--- src/sv/lennard_jones_pair_force_unit_assert.svh ---
// Assertion macros for the pair force unit.
// Expects clk_i and rst_ni in the scope where a macro is used.
`ifndef LENNARD_JONES_PAIR_FORCE_UNIT_ASSERT_SVH
`define LENNARD_JONES_PAIR_FORCE_UNIT_ASSERT_SVH

// same-cycle implication
`define LJPF_ASSERT_IMP(label, ante, cons) \
  label: assert property (@(posedge clk_i) disable iff (!rst_ni) (ante) |-> (cons)) \
    else $error("assertion failed");

// next-cycle implication
`define LJPF_ASSERT_NXT(label, ante, cons) \
  label: assert property (@(posedge clk_i) disable iff (!rst_ni) (ante) |=> (cons)) \
    else $error("assertion failed");

`endif

--- src/sv/ljpf_pkg.sv ---
// Shared types and constants of the pair force unit.
// No dependencies.
package ljpf_pkg;

  localparam logic signed [63:0] WMAX = 64'sh7FFF_FFFF_FFFF_FFFF;

  typedef struct packed {
    logic start;
    logic frac_shift;
  } mul_req_t;

  typedef struct packed {
    logic start;
    logic recip;
  } div_req_t;

endpackage

--- src/sv/ljpf_div.sv ---
// Bit-serial restoring divider, one quotient bit per cycle, with a
// sticky quotient overflow flag. Depends on ljpf_pkg.
module ljpf_div import ljpf_pkg::*; #(
  parameter int NUM_W = 65
) (
  input  logic                       clk_i,
  input  logic                       rst_ni,
  input  div_req_t                   req_i,
  input  logic [NUM_W-1:0]           num_i,
  input  logic [$clog2(NUM_W+1)-1:0] iters_i,
  input  logic [63:0]                den_i,
  output logic                       busy_o,
  output logic                       done_o,
  output logic [63:0]                quo_o,
  output logic                       ovf_o,
  output logic [63:0]                rem_o
);

  localparam int IW = $clog2(NUM_W+1);

  logic [NUM_W-1:0] num_q;
  logic [63:0]      den_q, rem_q, quo_q;
  logic             ovf_q, run_q, done_q;
  logic [IW-1:0]    cnt_q;
  logic [64:0]      trial;
  logic             fits;

  always_comb begin
    trial = {rem_q, num_q[NUM_W-1]};
    fits  = trial >= {1'b0, den_q};
  end

  always_ff @(posedge clk_i or negedge rst_ni) begin
    if (!rst_ni) begin
      num_q  <= '0;
      den_q  <= '0;
      rem_q  <= '0;
      quo_q  <= '0;
      ovf_q  <= 1'b0;
      run_q  <= 1'b0;
      done_q <= 1'b0;
      cnt_q  <= '0;
    end else begin
      done_q <= 1'b0;
      if (req_i.start) begin
        num_q <= num_i;
        den_q <= den_i;
        rem_q <= '0;
        quo_q <= '0;
        ovf_q <= 1'b0;
        cnt_q <= iters_i;
        run_q <= 1'b1;
      end else if (run_q) begin
        rem_q <= fits ? 64'(trial - {1'b0, den_q}) : trial[63:0];
        quo_q <= {quo_q[62:0], fits};
        ovf_q <= ovf_q | quo_q[63];
        num_q <= {num_q[NUM_W-2:0], 1'b0};
        cnt_q <= cnt_q - IW'(1);
        if (cnt_q == IW'(1)) begin
          run_q  <= 1'b0;
          done_q <= 1'b1;
        end
      end
    end
  end

  assign busy_o = run_q;
  assign done_o = done_q;
  assign quo_o  = quo_q;
  assign ovf_o  = ovf_q;
  assign rem_o  = rem_q;

endmodule
--- config.mk ---
export PLATFORM = sky130hd
export DESIGN_NAME = ljpf_div
export DESIGN_NICKNAME = d
export VERILOG_FILES = /design/src/sv/lennard_jones_pair_force_unit_assert.svh /design/src/sv/ljpf_pkg.sv /design/src/sv/ljpf_div.sv
export SDC_FILE = /design/constraint.sdc
export NUM_CORES = 1
export LEC_CHECK = 0
export BUFFER_PORTS_ARGS = -buffer_cell sky130_fd_sc_hd__buf_4
export CAP_MARGIN = 20
export CORE_MARGIN = 4
export CORE_UTILIZATION = 53
export CTS_BUF_LIST = sky130_fd_sc_hd__clkbuf_8
export CTS_CLUSTER_DIAMETER = 100
export DETAILED_ROUTE_END_ITERATION = 16
export PLACE_DENSITY = 0.79
export SLEW_MARGIN = 10
export SYNTH_ARGS = -nofsm -noshare
export SYNTH_HDL_FRONTEND = slang
export SYNTH_SLANG_ARGS = --single-unit
--- constraint.sdc ---
create_clock -name clk_i -period 3.2 [get_ports clk_i]
set_input_delay 0.64 -clock clk_i [delete_from_list [all_inputs] [get_ports clk_i]]
set_output_delay 0.64 -clock clk_i [all_outputs]
set_load 0.05 [all_outputs]
==> results.json <==
{
  "outcome": "finished with violations",
  "violations": "negative setup slack",
  "drc_errors": 0,
  "worstPathArrival_ns": 3.98,
  "maxClockFrequency_mhz": 282,
  "routed_wirelength_um": 45300,
  "worst_slew_pin_slew_ns": 0.830,
  "dp_hpwl_um": 30800,
  "power.combinational.fraction_pct": 57.2,
  "slowest_stage": "sky130_fd_sc_hd__dfrtp_2",
  "tritoncts.num_buffers": 45,
  "multiInputGateArea_sq_um": 8570,
  "crit_start": "rem_o[0]$_DFFE_PN0P_",
  "grt_overflow": 0,
  "timing.rr.start": "rem_o[0]$_DFFE_PN0P_",
  "post-place-ws_ns": -0.349,
  "nature_of_the_critical_path_endpoint": "register",
  "synthArstFlopShare_pct": 100,
  "rsz0062_at_grt": "true",
  "netSwitchingPower_uw": 7180,
  "cts.root.buffer_cell": "sky130_fd_sc_hd__clkbuf_8",
  "skew_ns": 0.0248,
  "n_fill_cell": 2091,
  "min_period_ns": 3.55,
  "critical_path_peak_fanout": 7,
  "avgViaCountPerCell": 5.64,
  "total_leakage_power_uw": 0.0110,
  "routed_wire_length_per_instance_um": 17.6,
  "die_outline_area_sq_um": 31900,
  "slowest_delay_ns": 0.42,
  "initialDrtViolationCount": 944,
  "critical-path-top-cell-by-count": "sky130_fd_sc_hd__buf_6",
  "grt_max_degree": 201,
  "fin_total_pwr_uw": 16900,
  "post_synth_inst_count": 1745,
  "finalWorstSetupSlack_ns": -0.350,
  "crit_chain": "ha_4 -> and2b_2 -> o2111ai_4 -> a2111oi_4 -> o21ai_2 -> nand3_2 -> o211ai_4 -> o41a_4 -> buf_6 -> o41ai_4 -> buf_6 -> clkbuf_16 -> nand2_2 -> a311oi_1",
  "cts_tree": "yes",
  "fin_nets": 2356,
  "chipHeight_um": 179,
  "groute.usage.overall_pct": 26.9,
  "gp_congestion": 0.926,
  "yosysSeqAreaShare_pct": 43.3,
  "timing.setup.critical_path_class": "reg -> reg",
  "floorplan.rows": 62,
  "clock_tree.buffer_depth": 3,
  "cap_violations": 0,
  "final-hold-violation-count": 0,
  "cts_htree_levels": 2,
  "synth-warning-count": 0,
  "hold_fix_buffers_cts": 0,
  "worst_ir_drop_vdd_mv": 0.454,
  "power.share.switching_pct": 42.4,
  "slew-limit-headroom_pct": 44.7,
  "clk_pin_slew_worst_paths_ns": 0.06,
  "timing.final.setup_violations": 63,
  "seqCellArea_sq_um": 6720,
  "cp-start-kind": "register",
  "clock_power_share_pct": 18.2,
  "p_seq_share_pct": 24.6,
  "global_route_wire_length_before_repair_um": 70500,
  "part_of_the_cycle_the_worst_path_needs_pct": 111,
  "power_density_nw_per_um2": 809,
  "synth_enable_flop_cells": 0,
  "initial_standard_cell_utilization_of_the_core_pct": 53.7,
  "insertedDiodeCount": 0,
  "synth.net_count": 1952,
  "cts_num_sinks": 267,
  "clock_insertion_delay_worst_skew_ns": 0.57,
  "vias": 14500,
  "synth_top_flop_cell": "sky130_fd_sc_hd__dfrtp_1",
  "utilization_pct": 72.9,
  "wp_data_required_ns": 3.63,
  "hold_class": "in -> async",
  "p_int_uw": 9750,
  "ant_nets": 0,
  "antenna_found_initial": 0,
  "final_layout_size_suffix_gt1_share_pct": 31.1,
  "maxSlewViolCount": 0,
  "drt_pre_antenna_iters": 5,
  "core-area_sq_um": 28700,
  "postSynthRegisterBits": 267,
  "design.portCount": 271,
  "area_delta_synth_final_pct": 35.7,
  "synth.avg_cell_area_sq_um": 8.84,
  "synth_cell_type_count": 72,
  "netlist_area_sq_um": 15400,
  "vias_in_the_first_global_route": 14300,
  "die_x_um": 179,
  "port_buffers": 269
}
cell type report:
cell class / count / share of cell area (%)
clock buffer: 56 / 3.68
clock inverter: 24 / 0.723
inverter: 93 / 1.67
multi-input combinational: 1271 / 41.0
sequential: 267 / 32.1
tap: 384 / 2.30
timing repair buffer: 471 / 18.6
power by group through the flow:
stage | clock [uW] | combinational, uW | sequential (uW)
2_1_floorplan | 0 | 4200 | 5160
3_3_place_gp | 0 | 7790 | 4190
3_5_place_dp | 0 | 7930 | 4210
4_1_cts | 3140 | 9220 | 4160
5_1_grt | 3300 | 10300 | 4220
6_report | 3090 | 9680 | 4170
cell families (layout without fill, tap and decap cells):
kind of cell	Yosys count	count (layout)	synth area share, %
and+or+nand+nor	568	568	15.6
AOI/OAI and AO/OA	443	443	18.3
DFF	267	267	43.3
buffers and inverters	207	644	5.18
muxes	134	134	8.72
adders and majority gates	67	67	5.48
xor gates and xnor gates	59	59	3.35
metal layers:
metal | vias to the layer above | wire, um | track usage, %
met5 | - | 0 | 0
met4 | 0 | 1470 | 8.92
met3 | 112 | 3480 | 6.34
met2 | 521 | 21900 | 45.1
met1 | 6932 | 18400 | 34.4
li1 | 6918 | - | -
through the flow:
step           TNS (ns)  std cells  cell area, sq um  hold WS, ns
2_1_floorplan     -5.41       1745             15600        0.344
3_3_place_gp      -8.05       2466             19100        0.484
3_5_place_dp     -13.07       2466             19100        0.495
4_1_cts           -7.80       2566             20700       0.0552
5_1_grt          -12.86       2566             20900       0.0877
6_report          -7.63       2566             20900       0.0498
critical path, delay by kind of cell (launching register included):
kind	cells	cell delay, ns
AOI/OAI and AO/OA	7	1.79
DFF	1	0.42
and+or+nand+nor	3	0.35
buffers and inverters	3	0.56
adders and majority gates	1	0.26
path summary, 6_finish.rpt:
kind                       slack, ns  depth (start not counted)                    end
setup reg to reg               -0.35                         14  rem_o[35]$_DFFE_PN0P_
min in group clk_i              0.27                          3   den_q[3]$_DFFE_PN0P_
hold / removal                  0.05                          1  rem_o[21]$_DFFE_PN0P_
setup / recovery               -0.35                         14  rem_o[35]$_DFFE_PN0P_
hold reg to reg                 0.51                          2      ovf_o$_DFFE_PN0P_
max in group asynchronous       2.29                          2  den_q[13]$_DFFE_PN0P_
cells in the mapped netlist (16+ instances only):
master,count,area [sq um]
sky130_fd_sc_hd__xor2_1,27,236
sky130_fd_sc_hd__xnor2_1,32,280
sky130_fd_sc_hd__mux2i_1,131,1310
sky130_fd_sc_hd__nand4_1,22,138
sky130_fd_sc_hd__nor3_1,17,85.1
sky130_fd_sc_hd__a21oi_1,81,405
sky130_fd_sc_hd__o21bai_1,18,135
sky130_fd_sc_hd__a311oi_1,51,447
sky130_fd_sc_hd__dfrtp_1,267,6680
sky130_fd_sc_hd__clkbuf_1,93,349
sky130_fd_sc_hd__nor2_1,162,608
sky130_fd_sc_hd__nand3_1,16,80.1
sky130_fd_sc_hd__o21ai_0,186,931
sky130_fd_sc_hd__a21o_1,21,158
sky130_fd_sc_hd__ha_1,66,826
sky130_fd_sc_hd__inv_1,92,345
sky130_fd_sc_hd__nand2_1,295,1110
placed cells by master (no fill, tap or decap), types with 26 or more instances in the layout:
cell                         n
sky130_fd_sc_hd__a21oi_1    76
sky130_fd_sc_hd__buf_4     443
sky130_fd_sc_hd__o21ai_0   172
sky130_fd_sc_hd__nand2_1   273
sky130_fd_sc_hd__clkbuf_8   56
sky130_fd_sc_hd__inv_1     106
sky130_fd_sc_hd__a311oi_1   26
sky130_fd_sc_hd__dfrtp_1   237
sky130_fd_sc_hd__mux2i_1   131
sky130_fd_sc_hd__xor2_1     27
sky130_fd_sc_hd__nor2_1    162
sky130_fd_sc_hd__dfrtp_2    29
sky130_fd_sc_hd__ha_1       59
sky130_fd_sc_hd__xnor2_1    32
repair_timing:
action                     CTS  global route
pin swaps                   18            21
gates resized for setup     78            60
setup buffers               11             1
setup endpoints to repair   65            65
cloned                       9             2
registers in the layout, indices dropped and copies added (netlist names):
signal	cells
busy_o	1
ovf_o	1
cnt_q	7
den_q	64
rem_o	64
quo_o	64
done_o	1
num_q	65
No activity file was read; power rests on OpenSTA's default activity.
