File: src/sv/lennard_jones_pair_force_unit_assert.svh
// Assertion macros for the pair force unit.
// Expects clk_i and rst_ni in the scope where a macro is used.
`ifndef LENNARD_JONES_PAIR_FORCE_UNIT_ASSERT_SVH
`define LENNARD_JONES_PAIR_FORCE_UNIT_ASSERT_SVH

// same-cycle implication
`define LJPF_ASSERT_IMP(label, ante, cons) \
  label: assert property (@(posedge clk_i) disable iff (!rst_ni) (ante) |-> (cons)) \
    else $error("assertion failed");

// next-cycle implication
`define LJPF_ASSERT_NXT(label, ante, cons) \
  label: assert property (@(posedge clk_i) disable iff (!rst_ni) (ante) |=> (cons)) \
    else $error("assertion failed");

`endif

File: src/sv/ljpf_pkg.sv
// Shared types and constants of the pair force unit.
// No dependencies.
package ljpf_pkg;

  localparam logic signed [63:0] WMAX = 64'sh7FFF_FFFF_FFFF_FFFF;

  typedef struct packed {
    logic start;
    logic frac_shift;
  } mul_req_t;

  typedef struct packed {
    logic start;
    logic recip;
  } div_req_t;

endpackage

File: src/sv/ljpf_mul.sv
// Multi-cycle signed 64x64 multiplier on one 32x32 unit, shifted,
// truncated toward zero and saturated. Depends on ljpf_pkg.
module ljpf_mul import ljpf_pkg::*; #(
  parameter int FRAC_BITS = 16
) (
  input  logic               clk_i,
  input  logic               rst_ni,
  input  mul_req_t           req_i,
  input  logic signed [63:0] a_i,
  input  logic signed [63:0] b_i,
  output logic               busy_o,
  output logic               done_o,
  output logic signed [63:0] res_o,
  output logic [63:0]        prod_lo_o
);

  localparam int SH0 = 32;
  localparam int SH1 = FRAC_BITS + 8;

  logic [63:0]        ua_q, ub_q;
  logic               neg_q, sel_q, run_q, fin_q, done_q;
  logic [2:0]         cnt_q;
  logic [63:0]        pp_q;
  logic [127:0]       acc_q;
  logic signed [63:0] res_q;

  logic [31:0]  op_a, op_b;
  logic [127:0] pp_sh;
  logic [62:0]  mag;
  logic         sat0, sat1;

  always_comb begin
    op_a = cnt_q[1] ? ua_q[63:32] : ua_q[31:0];
    op_b = cnt_q[0] ? ub_q[63:32] : ub_q[31:0];
    case (cnt_q)
      3'd1:    pp_sh = {64'd0, pp_q};
      3'd2:    pp_sh = {32'd0, pp_q, 32'd0};
      3'd3:    pp_sh = {32'd0, pp_q, 32'd0};
      3'd4:    pp_sh = {pp_q, 64'd0};
      default: pp_sh = '0;
    endcase
    sat0 = |acc_q[127:63+SH0];
    sat1 = |acc_q[127:63+SH1];
    if (sel_q) begin
      mag = sat1 ? WMAX[62:0] : acc_q[SH1 +: 63];
    end else begin
      mag = sat0 ? WMAX[62:0] : acc_q[SH0 +: 63];
    end
  end

  always_ff @(posedge clk_i or negedge rst_ni) begin
    if (!rst_ni) begin
      ua_q   <= '0;
      ub_q   <= '0;
      neg_q  <= 1'b0;
      sel_q  <= 1'b0;
      run_q  <= 1'b0;
      fin_q  <= 1'b0;
      done_q <= 1'b0;
      cnt_q  <= '0;
      pp_q   <= '0;
      acc_q  <= '0;
      res_q  <= '0;
    end else begin
      done_q <= 1'b0;
      if (req_i.start) begin
        ua_q  <= a_i[63] ? 64'(-a_i) : 64'(a_i);
        ub_q  <= b_i[63] ? 64'(-b_i) : 64'(b_i);
        neg_q <= a_i[63] ^ b_i[63];
        sel_q <= req_i.frac_shift;
        acc_q <= '0;
        cnt_q <= '0;
        run_q <= 1'b1;
      end else if (run_q) begin
        if (cnt_q != 3'd4) begin
          pp_q <= op_a * op_b;
        end
        acc_q <= acc_q + pp_sh;
        if (cnt_q == 3'd4) begin
          run_q <= 1'b0;
          fin_q <= 1'b1;
        end
        cnt_q <= cnt_q + 3'd1;
      end else if (fin_q) begin
        fin_q  <= 1'b0;
        done_q <= 1'b1;
        res_q  <= neg_q ? -$signed({1'b0, mag}) : $signed({1'b0, mag});
      end
    end
  end

  assign busy_o    = run_q | fin_q;
  assign done_o    = done_q;
  assign res_o     = res_q;
  assign prod_lo_o = acc_q[63:0];

endmodule

File: config.mk
export PLATFORM = sky130hd
export DESIGN_NAME = ljpf_mul
export DESIGN_NICKNAME = d
export VERILOG_FILES = /design/src/sv/lennard_jones_pair_force_unit_assert.svh /design/src/sv/ljpf_pkg.sv /design/src/sv/ljpf_mul.sv
export SDC_FILE = /design/constraint.sdc
export NUM_CORES = 2
export LEC_CHECK = 0
export CORE_ASPECT_RATIO = 0.5
export CORE_MARGIN = 2
export CORE_UTILIZATION = 58
export CTS_BUF_LIST = sky130_fd_sc_hd__clkbuf_4 sky130_fd_sc_hd__clkbuf_8
export CTS_CLUSTER_SIZE = 20
export DETAILED_ROUTE_END_ITERATION = 8
export DONT_BUFFER_PORTS = 1
export PLACE_DENSITY_LB_ADDON = 0.15
export SETUP_SLACK_MARGIN = 0.3
export SLEW_MARGIN = 20
export SYNTH_ARGS = -nofsm -noshare
export SYNTH_HDL_FRONTEND = slang
export SYNTH_SLANG_ARGS = --single-unit
File: constraint.sdc
create_clock -name clk_i -period 25.9 [get_ports clk_i]
set_input_delay 2.59 -clock clk_i [delete_from_list [all_inputs] [get_ports clk_i]]
set_output_delay 2.59 -clock clk_i [all_outputs]
set_load 0.01 [all_outputs]
==> impl_metrics.py <==
metrics = {
    "run_status": {
        "status": "completed",
    },
    "layout": {
        "post-route-util_pct": 60.6,
        "final_nets": 8423,
        "postLayoutCellArea_sq_mm": 0.0638,
        "area_growth_syn_to_layout_pct": 3.39,
        "n_fill_cell": 9299,
        "regArea_sq_mm": 0.00982,
        "drive_gt1_share_pct": 5.10,
        "multi_input_area_sq_mm": 0.0467,
    },
    "flow_run": {
        "drv_cap": 0,
    },
    "clocking": {
        "cts_setup_buffers": 0,
        "clk_latency_ns": 0.80,
        "cts_tree": "done",
        "path_clk_slew_ns": 0.08,
        "cts-root-buf": "clkbuf_8",
        "clock_sink_count": 392,
        "ctsHtreeMaxLevel": 2,
        "clock_path_buffers": 3,
        "hold_buffers": 0,
        "cts_buffers": 61,
        "cts-resized-gates": 0,
    },
    "timing": {
        "setup_viol": 0,
        "skew_ns": 0.105,
        "setup_tns_ns": 0,
        "worst_pin_slew_ns": 1.16,
        "rsz0062_at_grt": "false",
        "setup_slack_ns": 15.48,
        "fmaxAchievable_mhz": 95.9,
        "min_period_ns": 10.42,
        "hold_viol_final": 0,
        "slew_headroom_pct": 21.3,
        "slew_violations": 0,
        "finalCritPeriodShare_pct": 40.2,
    },
    "routing": {
        "routed_wl_mm": 223,
        "wire_per_inst_um": 26.3,
        "route.met3.wl_mm": 25.5,
        "ant_nets": 0,
        "vias": 53300,
        "drc": 0,
        "highest_layer": "met5",
        "met1_length_mm": 87.5,
        "vias_per_cell": 6.30,
        "wl_met2_mm": 97.5,
        "firstDrtPassIters": 8,
        "drt-initial-drc-count": 4950,
    },
    "global_routing": {
        "grt.overflow.total": 0,
        "antenna_found_initial": 7,
        "grt_pass1_wl_mm": 336,
        "grt_max_degree": 393,
        "track_usage_pct": 40.8,
        "grt_pass1_vias": 54300,
    },
    "critical_path": {
        "crit_fanout": 51,
        "r2r_slack_ns": 15.48,
        "crit_path_start_kind": "flip-flop",
        "crit_buf_inv": 3,
        "cp_top_family": "adder cells",
        "max_stage_delay_ns": 1.03,
        "slowest_stage": "mux2i_4",
        "end_kind": "flip-flop",
        "crit_arrival_ns": 11.06,
        "path_class": "reg -> reg",
        "worst_path_most_repeated_cell": "fa_1",
        "crit_required_ns": 26.54,
    },
    "yosys": {
        "syn_nets": 8735,
        "syn_inst": 7308,
        "synth_edf_count": 0,
        "ys_types": 83,
        "seq_area_frac_synth_pct": 15.9,
        "synth_warnings": 0,
        "synthFlopType": "dfrtp_1",
        "syn_area_sq_mm": 0.0617,
        "syn_avg_cell_area_sq_um": 8.44,
        "synth-seq-cells": 392,
        "async_flop_share_pct": 100,
    },
    "placed_design": {
        "post-place-ws_ns": 15.59,
        "placed_area_sq_mm": 0.0624,
        "place_congestion": 1.02,
        "dp.final_hpwl_mm": 173,
        "portBuffers": 0,
    },
    "floorplan": {
        "coreArea_sq_mm": 0.105,
        "die_area_sq_mm": 0.109,
        "pin_count": 262,
        "fp.dieW_um": 465,
        "initial_utilization_pct": 58.6,
        "die_h_um": 235,
        "core.rowCount": 84,
    },
    "min_path": {
        "hold_path_class": "reg -> reg",
    },
}
layout by cell type, fill, tap and decap left out, types with 10 or more instances in the layout:
cell type / instances
and2_1: 49
nand3_1: 61
a21o_1: 129
nor2_1: 986
a22o_1: 70
xnor2_1: 148
and3_1: 41
dfrtp_1: 387
mux2_2: 61
a41oi_1: 13
o41ai_1: 30
o21ai_0: 364
nand2b_1: 28
mux2_1: 10
o21bai_1: 49
inv_1: 924
nor3_1: 64
nand2_1: 884
or4_1: 20
nand4_1: 77
clkbuf_8: 74
xor2_1: 213
a21oi_1: 381
o22a_1: 25
mux2i_1: 69
nor2b_1: 21
a211oi_1: 25
o22ai_1: 32
buf_4: 89
fa_1: 897
nor4_1: 33
mux2i_2: 34
ha_1: 398
a31oi_1: 25
clkbuf_4: 21
or2_2: 18
o31ai_1: 57
o21a_1: 21
or3_1: 48
synthesized netlist by cell type (41+ instances only):
master / count / area (sq um)
clkbuf_1: 367 / 1380
nand3_1: 62 / 310
buf_4: 64 / 480
a21oi_1: 381 / 1910
o31ai_1: 57 / 428
a22o_1: 70 / 613
mux2_2: 60 / 676
xor2_1: 213 / 1870
ha_1: 398 / 4980
nor3_1: 65 / 325
o21bai_1: 49 / 368
dfrtp_1: 392 / 9810
mux2i_1: 110 / 1100
or3_1: 48 / 300
nor2_1: 987 / 3700
nand4_1: 77 / 482
and3_1: 41 / 257
inv_1: 924 / 3470
and2_1: 49 / 307
a21o_1: 130 / 976
fa_1: 897 / 18000
xnor2_1: 148 / 1300
o21ai_0: 364 / 1820
nand2_1: 886 / 3330
per-stage QoR:
step,cells,hold slack [ns]
5_1_grt,8460,0.564
2_1_floorplan,7308,0.470
4_1_cts,8457,0.514
6_report,8463,0.513
3_3_place_gp,8350,0.492
3_5_place_dp,8350,0.495
logic make-up after synthesis:
family | Yosys count | synth area share, %
xor gates and xnor gates | 361 | 5.13
and+or+nand+nor | 2375 | 16.5
adders and majority gates | 1295 | 37.2
DFF | 392 | 15.9
AOI/OAI and AO/OA | 1313 | 13.4
muxes | 181 | 3.08
buffers and inverters | 1391 | 8.86
per-layer routing:
layer  vias to the layer above  GRT usage, %
li1                      23100             -
met2                      2920          62.5
met3                       694          12.7
met5                         -             0
met1                     26600          52.9
met4                         8          19.1
state kept, by name, summed over array words and instances, names as in the netlist:
register / cells
acc_q: 128
pp_q: 64
res_o: 64
ua_q: 64
ub_q: 64
cnt_q: 3
done_o: 1
fin_q: 1
neg_q: 1
run_q: 1
sel_q: 1
worst reg2reg max path, delay by kind of cell, from the launching register on:
kind,cells,cell delay (ns)
muxes,1,1.08
AOI/OAI and AO/OA,7,2.07
DFF,1,0.61
adders and majority gates,9,4.57
buffers and inverters,3,0.85
xor gates and xnor gates,1,0.18
and+or+nand+nor,5,0.97
area by class of cell:
cell class                 instances  area share [%]
multi-input combinational       5525            73.2
tap                             1419            2.78
antenna                            4          0.0157
inverter                         925            5.44
clock inverter                    12           0.182
sequential                       392            15.4
timing repair buffer              91            1.13
clock buffer                      95            1.84
final timing paths:
kind                                   startpoint                endpoint  depth (start not counted)
max in group asynchronous                  rst_ni   res_o[41]$_DFFE_PN0P_                          2
min                        acc_q[113]$_DFFE_PN0P_  acc_q[113]$_DFFE_PN0P_                          2
max reg2reg                  cnt_q[1]$_DFFE_PN0P_    pp_q[61]$_DFFE_PN0P_                         26
min reg2reg                acc_q[113]$_DFFE_PN0P_  acc_q[113]$_DFFE_PN0P_                          2
max                          cnt_q[1]$_DFFE_PN0P_    pp_q[61]$_DFFE_PN0P_                         26
min in group asynchronous                  rst_ni    ub_q[44]$_DFFE_PN0P_                          0
Power is left out: the tool's default activity adds up to more than one toggle a clock period on the data nets, which glitch-free logic cannot reach.
